## src/rtl/mrrc_pkg.sv

```systemverilog
// Modbus RTU reply checker: shared types, constants and the CRC-16 byte fold.
// Used by mrrc_frame, modbus_rtu_reply_checker_top and mrrc_checker.
`default_nettype none

package mrrc_pkg;

  localparam logic [15:0] CRC_POLY = 16'hA001;
  localparam logic [15:0] CRC_INIT = 16'hFFFF;
  localparam int unsigned EXC_BIT  = 7;

  localparam int unsigned IN_DATA_W  = 16;
  localparam int unsigned OUT_DATA_W = 24;

  localparam logic [1:0] ST_OK       = 2'd0;
  localparam logic [1:0] ST_ADDR_ERR = 2'd1;
  localparam logic [1:0] ST_CRC_ERR  = 2'd2;
  localparam logic [1:0] ST_EXC      = 2'd3;

  localparam logic KIND_PAYLOAD = 1'b0;
  localparam logic KIND_STATUS  = 1'b1;

  typedef enum logic [5:0] {
    PH_IDLE  = 6'b000001,
    PH_FUNC  = 6'b000010,
    PH_DATA  = 6'b000100,
    PH_CRCLO = 6'b001000,
    PH_CRCHI = 6'b010000,
    PH_SKIP  = 6'b100000
  } phase_t;

  typedef struct packed {
    logic [7:0] rx_byte;
    logic       frame_start;
    logic [7:0] expected_length;
  } in_item_t;

  typedef struct packed {
    logic       has;
    logic       kind;
    logic [7:0] data_byte;
    logic [1:0] status;
    logic [7:0] exception_code;
  } result_t;

  function automatic logic [15:0] crc_fold(input logic [15:0] crc, input logic [7:0] b);
    logic [15:0] c;
    c = crc ^ {8'h00, b};
    for (int k = 0; k < 8; k++) begin
      c = c[0] ? ((c >> 1) ^ CRC_POLY) : (c >> 1);
    end
    return c;
  endfunction

endpackage

`default_nettype wire

```

## src/rtl/mrrc_frame.sv

```systemverilog
// Frame tracker: phase, running CRC and byte count for one reply frame.
// Depends on mrrc_pkg. Steps once per registered input item.
`default_nettype none

module mrrc_frame (
  input  wire logic              clk,
  input  wire logic              rst_n,
  input  wire logic              step,
  input  wire mrrc_pkg::in_item_t item,
  input  wire logic [7:0]        slave_address,
  output      mrrc_pkg::result_t res
);
  import mrrc_pkg::*;

  phase_t      phase_r, phase_nxt;
  logic [15:0] crc_r, crc_nxt;
  logic [7:0]  left_r, left_nxt;
  logic [7:0]  crc_lo_r, crc_lo_nxt;
  logic        exc_r, exc_nxt;
  logic [7:0]  exc_code_r, exc_code_nxt;
  logic [15:0] crc_fold_b;
  logic [7:0]  func_left;
  logic [7:0]  data_left;

  assign crc_fold_b = crc_fold(crc_r, item.rx_byte);
  assign func_left  = item.rx_byte[EXC_BIT] ? 8'd1 : left_r;
  assign data_left  = left_r - 8'd1;

  always_comb begin
    phase_nxt    = phase_r;
    crc_nxt      = crc_r;
    left_nxt     = left_r;
    crc_lo_nxt   = crc_lo_r;
    exc_nxt      = exc_r;
    exc_code_nxt = exc_code_r;
    res          = '0;
    if (item.frame_start) begin
      crc_nxt      = crc_fold(CRC_INIT, item.rx_byte);
      left_nxt     = (item.expected_length == 8'd0) ? 8'd0 : item.expected_length - 8'd1;
      crc_lo_nxt   = 8'd0;
      exc_nxt      = 1'b0;
      exc_code_nxt = 8'd0;
      if (item.rx_byte != slave_address) begin
        phase_nxt  = PH_SKIP;
        res.has    = 1'b1;
        res.kind   = KIND_STATUS;
        res.status = ST_ADDR_ERR;
      end else begin
        phase_nxt = PH_FUNC;
      end
    end else begin
      unique case (phase_r)
        PH_FUNC: begin
          crc_nxt       = crc_fold_b;
          exc_nxt       = item.rx_byte[EXC_BIT] | exc_r;
          left_nxt      = func_left;
          phase_nxt     = (func_left == 8'd0) ? PH_CRCLO : PH_DATA;
          res.has       = 1'b1;
          res.kind      = KIND_PAYLOAD;
          res.data_byte = item.rx_byte;
        end
        PH_DATA: begin
          crc_nxt = crc_fold_b;
          if (exc_r) begin
            exc_code_nxt = item.rx_byte;
          end
          left_nxt = data_left;
          if (data_left == 8'd0) begin
            phase_nxt = PH_CRCLO;
          end
          res.has       = 1'b1;
          res.kind      = KIND_PAYLOAD;
          res.data_byte = item.rx_byte;
        end
        PH_CRCLO: begin
          crc_lo_nxt = item.rx_byte;
          phase_nxt  = PH_CRCHI;
        end
        PH_CRCHI: begin
          phase_nxt = PH_IDLE;
          res.has   = 1'b1;
          res.kind  = KIND_STATUS;
          if ({item.rx_byte, crc_lo_r} != crc_r) begin
            res.status = ST_CRC_ERR;
          end else if (exc_r) begin
            res.status         = ST_EXC;
            res.exception_code = exc_code_r;
          end else begin
            res.status = ST_OK;
          end
        end
        PH_IDLE, PH_SKIP: begin
        end
        default: begin
        end
      endcase
    end
  end

  always_ff @(posedge clk) begin
    if (!rst_n) begin
      phase_r    <= PH_IDLE;
      crc_r      <= CRC_INIT;
      left_r     <= 8'd0;
      crc_lo_r   <= 8'd0;
      exc_r      <= 1'b0;
      exc_code_r <= 8'd0;
    end else if (step) begin
      phase_r    <= phase_nxt;
      crc_r      <= crc_nxt;
      left_r     <= left_nxt;
      crc_lo_r   <= crc_lo_nxt;
      exc_r      <= exc_nxt;
      exc_code_r <= exc_code_nxt;
    end
  end

endmodule

`default_nettype wire

```

## src/rtl/modbus_rtu_reply_checker_top.sv

```systemverilog
// Modbus RTU reply checker, top level: input register, frame tracker, result register.
// Depends on mrrc_pkg and mrrc_frame.
//
//   channel | ports                          | contents
//   in      | in_tvalid/tready/tdata/tuser   | received byte, frame start, length
//   out     | out_tvalid/tready/tdata/tlast  | forwarded byte or end-of-frame status
//   cfg     | cfg_wr_en/cfg_wr_data          | expected slave address (reset 1)
//
// One item per cycle sustained while the result is not stalled; an accepted item is
// held in the input register, then its result, if any, in the result register.
// The CRC fold for a byte is eight unrolled steps between the input register and the tracker's CRC register.
// rst_n is synchronous; the block accepts items from the first cycle after reset.
// A stalled result holds the pipeline; in_tready drops only while both stages are full.
`default_nettype none

module modbus_rtu_reply_checker_top (
  input  wire logic        clk,
  input  wire logic        rst_n,
  input  wire logic        in_tvalid,
  output      logic        in_tready,
  input  wire logic [15:0] in_tdata,   // [7:0] rx_byte, [15:8] expected_length
  input  wire logic        in_tuser,   // [0] frame_start
  output      logic        out_tvalid,
  input  wire logic        out_tready,
  output      logic [23:0] out_tdata,  // [7:0] data_byte, [9:8] status,
                                       // [17:10] exception_code, [23:18] zero
  output      logic        out_tlast,  // result_kind
  input  wire logic        cfg_wr_en,
  input  wire logic [7:0]  cfg_wr_data
);
  import mrrc_pkg::*;

  logic [7:0] slave_address_r;
  logic       s1_valid_r;
  in_item_t   s1_item_r;
  logic       out_valid_r;
  result_t    out_res_r;
  result_t    res;
  logic       out_free;
  logic       advance;

  assign out_free  = !out_valid_r || out_tready;
  assign advance   = s1_valid_r && out_free;
  assign in_tready = !s1_valid_r || out_free;

  always_ff @(posedge clk) begin
    if (!rst_n) begin
      slave_address_r <= 8'd1;
    end else if (cfg_wr_en) begin
      slave_address_r <= cfg_wr_data;
    end
  end

  always_ff @(posedge clk) begin
    if (!rst_n) begin
      s1_valid_r <= 1'b0;
    end else if (in_tready) begin
      s1_valid_r <= in_tvalid;
    end
  end

  always_ff @(posedge clk) begin
    if (in_tready && in_tvalid) begin
      s1_item_r.rx_byte         <= in_tdata[7:0];
      s1_item_r.expected_length <= in_tdata[15:8];
      s1_item_r.frame_start     <= in_tuser;
    end
  end

  mrrc_frame u_frame (
    .clk           (clk),
    .rst_n         (rst_n),
    .step          (advance),
    .item          (s1_item_r),
    .slave_address (slave_address_r),
    .res           (res)
  );

  always_ff @(posedge clk) begin
    if (!rst_n) begin
      out_valid_r <= 1'b0;
    end else if (out_free) begin
      out_valid_r <= advance && res.has;
    end
  end

  always_ff @(posedge clk) begin
    if (advance && res.has) begin
      out_res_r <= res;
    end
  end

  assign out_tvalid   = out_valid_r;
  assign out_tlast    = out_res_r.kind;
  assign out_tdata    = {6'd0, out_res_r.exception_code, out_res_r.status,
                         out_res_r.data_byte};

endmodule

`default_nettype wire

```

## config.mk

```make
export PLATFORM = sky130hd
export DESIGN_NAME = modbus_rtu_reply_checker_top
export DESIGN_NICKNAME = d
export VERILOG_FILES = /design/src/rtl/mrrc_pkg.sv /design/src/rtl/mrrc_frame.sv /design/src/rtl/modbus_rtu_reply_checker_top.sv
export SDC_FILE = /design/constraint.sdc
export NUM_CORES = 1
export LEC_CHECK = 0
export BUFFER_PORTS_ARGS = -buffer_cell sky130_fd_sc_hd__buf_2
export CAP_MARGIN = 40
export CORE_MARGIN = 8
export CORE_UTILIZATION = 32
export DETAILED_ROUTE_END_ITERATION = 12
export PLACE_DENSITY = 0.55
export SYNTH_ARGS = -nofsm -noshare
export SYNTH_HDL_FRONTEND = slang
export SYNTH_SLANG_ARGS = --single-unit
```

## constraint.sdc

```tcl
create_clock -name clk -period 6.28 [get_ports clk]
set_input_delay 0.314 -clock clk [delete_from_list [all_inputs] [get_ports clk]]
set_output_delay 0.314 -clock clk [all_outputs]
set_load 0.1 [all_outputs]
```

Word-level counts from Yosys, hierarchy flattened
Index checks and enable logic that the tools add are counted.
- register bits: 93
- bits of input ports: 30
- output and inout bits: 27
- add/sub/neg operators: 2
- eq/ne operators: 7
- muxes and demuxes: 44
- bitwise gates (word level): 22
- reduce and logical (&&, ||, !) cells: 26
- operators with widths (cell ; count):
    $mux 16 ; 18
    $mux 8 ; 10
    $not 2->3 ; 16
    $logic_not 8->1 ; 3
    $pmux 6 s4 ; 1
    $mux 6 ; 3
    $ne 16x16->1 ; 1
    $not 8->16 ; 1
    $pmux 8 s2 ; 1
    $sub 8x1->8 const B ; 2
    $xor 16x8->16 ; 1
    $mux 10 ; 1
    $mux 2 ; 5
    $reduce_bool 2->1 ; 5
    $ne 8x8->1 ; 1
    $reduce_and 2->1 ; 4
    $eq 6x2->1 const B ; 1
    $eq 6x3->1 const B ; 1
    $eq 6x4->1 const B ; 1
    $eq 6x5->1 const B ; 1
    $reduce_and 3->1 ; 2
    $reduce_bool 5->1 ; 1
    $mux 4 ; 1
    $pmux 2 s2 ; 1
    10 further kinds ; 19

Longest topological paths before layout
- depth after elaboration: 19
- mapped depth: 8
- depth with buffers taken out: 8

By module
From an unflattened synthesis, not the netlist that was laid out.
- cells, all modules: 451
- area total of the unflattened synthesis: 4694.5 um^2
- modules (own cells, without submodules) (module ; times used ; cells each ; area each (um^2)):
    mrrc_frame ; 1 ; 369 ; 3163.0
    modbus_rtu_reply_checker_top ; 1 ; 82 ; 1531.5

Worst setup path before layout
Ideal clock, no wire load.
- kind: register -> register
- from: register out_valid_r, in the netlist out_tvalid
- to: register s1_item_r[0] (netlist bit), enable pin
- setup time: 0.325 ns
- arrival time: 2.442 ns
- setup slack: 3.513 ns
- cell stages (with the launch flop): 4
- cells stage by stage: dfxtp_1 -> nor2b_1 -> nand2_1 -> and2_1
- cells in the longest elaborated chain, start to end: 4
- ends and longest elaborated chain (item ; RTL line ; text):
    from (decl) ; modbus_rtu_reply_checker_top.sv:36 ; logic out_valid_r;
    from (signal assigned) ; modbus_rtu_reply_checker_top.sv:83 ; out_valid_r <= advance && res.has;
    $logic_not 1->1 ; modbus_rtu_reply_checker_top.sv:42 ; assign out_free = !out_valid_r || out_tready;
    $logic_or 1x1->1 ; modbus_rtu_reply_checker_top.sv:42 ;
    $logic_or 1x1->1 ; modbus_rtu_reply_checker_top.sv:44 ; assign in_tready = !s1_valid_r || out_free;
    via in_tready ; modbus_rtu_reply_checker_top.sv:20 ; output logic in_tready,
    $logic_and 1x1->1 ; modbus_rtu_reply_checker_top.sv:63 ; if (in_tready && in_tvalid) begin
    to (decl) ; modbus_rtu_reply_checker_top.sv:35 ; in_item_t s1_item_r;
The timed path passes the listed nets, and every way through them passes these cells.
A chain may end at the register's enable or synchronous reset.

Final worst setup path
- from: register s1_item_r[16] (netlist bit)
- to: register out_res_r (netlist bit out_tdata[2]), enable pin
- cells in the longest elaborated chain, start to end: 4
- ends and longest elaborated chain (item ; RTL line ; text):
    $ne 8x8->1 ; mrrc_frame.sv:43 ; if (item.rx_byte != slave_address) begin
    $mux 2 ; mrrc_frame.sv:43 ;
    $mux 2 ; mrrc_frame.sv:37 ; if (item.frame_start) begin
    $logic_and 1x1->1 ; modbus_rtu_reply_checker_top.sv:88 ; if (advance && res.has) begin
    to (signal assigned) ; modbus_rtu_reply_checker_top.sv:89 ; out_res_r <= res;
    to (decl) ; modbus_rtu_reply_checker_top.sv:37 ; result_t out_res_r;
No other way between the ends.

==> flow_metrics.py <==
metrics = {
    "outcome": {
        "status": "completed",
    },
    "cts": {
        "clkLatencyLatePin_ns": 0.36,
        "cts_buffers": 9,
        "htree_num_levels": 3,
        "ctsHoldBuffers": 0,
        "post_cts.repair.setup_buffers": 0,
        "root_buffer": "clkbuf_16",
        "cts.reportedPaths.clkPinSlew_ns": 0.07,
        "cts_tree": "yes",
        "cts.sinks": 93,
        "post_cts_resized": 0,
        "cts_max_path_buffers": 2,
    },
    "final_layout": {
        "multi_input_area_sq_um": 2290,
        "fin_nets": 536,
        "layout_commonest_cell": "dfxtp_1",
        "layout-drive-gt1-share_pct": 17.7,
        "synthToLayoutAreaGrowth_pct": 14.0,
        "antennaDiodeCount": 0,
        "fin_cells": 692,
        "seq_area_sq_um": 2220,
        "layout_common_cells": "dfxtp_1 (57), buf_2 (51), nor2_1 (47)",
        "final_util_pct": 37.1,
        "fill_cells": 1445,
    },
    "floorplan": {
        "die_h_um": 137,
        "io_pins": 57,
        "initial_core_util_pct": 32.6,
        "rows": 44,
        "die_w_um": 137,
        "die_area_sq_um": 18800,
        "core_area_sq_um": 14400,
    },
    "power": {
        "vdd_drop_max_v": 0.000179,
        "p_leak_nw": 2.03,
        "power_w": 0.00138,
        "p_per_area_nw_per_um2": 259,
    },
    "route": {
        "drc_errors": 0,
        "drt-total-wl_um": 11700,
        "num_vias": 3510,
        "wire_per_inst_um": 16.9,
        "antenna_left": 0,
        "drtIter0Drc": 286,
        "via_per_inst": 5.07,
        "dr.pass1.iters": 5,
    },
    "global_route": {
        "first_global_vias": 3381,
        "grtUsageTotal_pct": 12.8,
        "grt_pass1_wl_um": 18600,
        "grt_max_degree": 32,
        "antenna_found_initial": 0,
        "grt-ovfl-total": 0,
    },
    "worst_setup_path": {
        "crit_fanout": 19,
        "crit_required_ns": 6.26,
        "slowest_stage": "and2_1",
        "crit_family": "simple AND/OR/NAND/NOR gates",
        "crit_start": "s1_item_r[16]",
        "critPathArrivalTime_ns": 2.37,
        "path_buf_inv": 0,
        "cp-start-kind": "register",
        "r2r_start": "s1_item_r[16]",
        "crit_type": "reg2reg",
        "slowest_delay_ns": 0.72,
        "end_kind": "register",
        "path_cells": "xnor2_1 -> nand4_1 -> nor2_1 -> a22oi_1 -> and2_1",
    },
    "yosys": {
        "synth-adder-area-share_pct": 0.799,
        "yosys.area.top_type": "dfxtp_1",
        "synth_top_family_by_area": "simple AND/OR/NAND/NOR gates",
        "synth.avg_cell_area_sq_um": 10.1,
        "yosysSeqAreaShare_pct": 47.3,
        "ys_async_sr_fraction_pct": 0,
        "yosys.area.top_type_share_pct": 24.3,
        "synth-compound-area-share_pct": 13.2,
        "syn_inst": 466,
        "syn_area_sq_um": 4700,
        "synth_xor_area_share_pct": 13.6,
        "synth.distinct_cells": 64,
        "synth-seq-cells": 93,
        "synth-simple-area-share_pct": 18.9,
        "yosys-top-cells-area": "dfxtp_1 (24%), edfxtp_1 (23%), xnor2_1 (8.6%), nor2_1 (3.8%), nand2_1 (3.0%)",
        "synthMuxAreaShare_pct": 1.71,
        "synth-edff-count": 36,
        "synth-main-ff-cell": "dfxtp_1",
        "yosys_warnings": 0,
    },
    "place": {
        "dp.cells": 676,
        "gp_congestion": 0.857,
        "io_buffers": 50,
        "place_ws_ns": 3.89,
        "dpl.hpwl_um": 8390,
    },
    "sta": {
        "clock_skew_ns": 0.00631,
        "finalWorstSetupSlack_ns": 3.89,
        "grt_setup_unrepaired": "no",
        "clock.fmax_ghz": 0.419,
        "max-slew-margin-rel_pct": 42.8,
        "hold_violations": 0,
        "setup_viol": 0,
        "fin_crit_ns": 2.39,
        "final.setup.tns_ns": 0,
        "slew_viol_final": 0,
        "finalCritPeriodShare_pct": 38.0,
        "worst_pin_slew_ns": 0.858,
    },
    "worst_hold_path": {
        "hold_class": "in2reg",
        "worstHoldStart": "in_tdata[8]",
    },
    "job": {
        "maxCapViolCount": 0,
    },
}
## state kept, by name, indices dropped and copies added, names as in the netlist
register / count
u_frame.crc_r: 16
out_tdata: 18
u_frame.exc_code_r: 8
s1_item_r: 17
u_frame.phase_r: 6
s1_valid_r: 1
out_tlast: 1
slave_address_r: 8
out_tvalid: 1
u_frame.exc_r: 1
u_frame.left_r: 8
u_frame.crc_lo_r: 8
## per-layer routing
| metal | track usage [%] | up-vias | wire length, um |
|---|---|---|---|
| met4 | 5.37 | 0 | 216 |
| met1 | 17.2 | 1681 | 5450 |
| met5 | 0 | - | 0 |
| li1 | - | 1717 | - |
| met3 | 3.23 | 14 | 574 |
| met2 | 19.1 | 98 | 5430 |
## Yosys cell counts (4+ instances only)
cell type	n
xor2_1	11
a21oi_1	17
nor2_1	47
mux2i_1	8
or4_1	4
inv_1	9
o21ai_0	19
a22oi_1	18
nand3b_1	5
xnor2_1	46
o22ai_1	6
nand2_1	38
nand4_1	6
buf_4	6
xnor3_1	4
dfxtp_1	57
nand3_1	5
nor2b_1	4
clkbuf_1	17
buf_2	9
and2_1	19
nor3_1	6
o211ai_1	10
edfxtp_1	36
## cell type report
cell class	count	share of cell area (%)
multi-input cells	334	42.7
flip-flops and latches	93	41.5
repair buffers	55	5.47
well taps	184	4.30
clock buffers	9	4.21
clock inverters	7	1.08
inverters	10	0.701
## path summary, 6_finish.rpt
path	to	slack, ns	depth (start not counted)
min	s1_item_r[0]	0.13	1
max reg2reg	out_tdata[2]	3.89	5
max	out_tdata[2]	3.89	5
min reg2reg	u_frame.left_r[7]	0.50	2
## power by group
part           leakage (nW)  internal [W]  switching [W]
sequential            0.831      0.000646      0.0000283
combinational          1.06     0.0000695       0.000107
clock                 0.136      0.000275       0.000258
## cells by family (layout without fill, tap and decap cells)
logic type | Yosys count | count (layout)
mux | 8 | 8
buf+inv | 44 | 81
other cells | 1 | 6
flops | 93 | 93
simple gates | 160 | 160
xor+xnor | 64 | 64
fa+ha+maj | 3 | 3
compound gates | 93 | 93
## stage by stage
| step | hold WS (ns) | instance area [sq um] |
|---|---|---|
| 5_1_grt | 0.121 | 5350 |
| 4_1_cts | 0.121 | 5350 |
| 2_1_floorplan | 0.413 | 4710 |
| 6_report | 0.131 | 5350 |
| 3_3_place_gp | 0.480 | 5050 |
| 3_5_place_dp | 0.488 | 5070 |
Power figures use the tool's default switching activity.
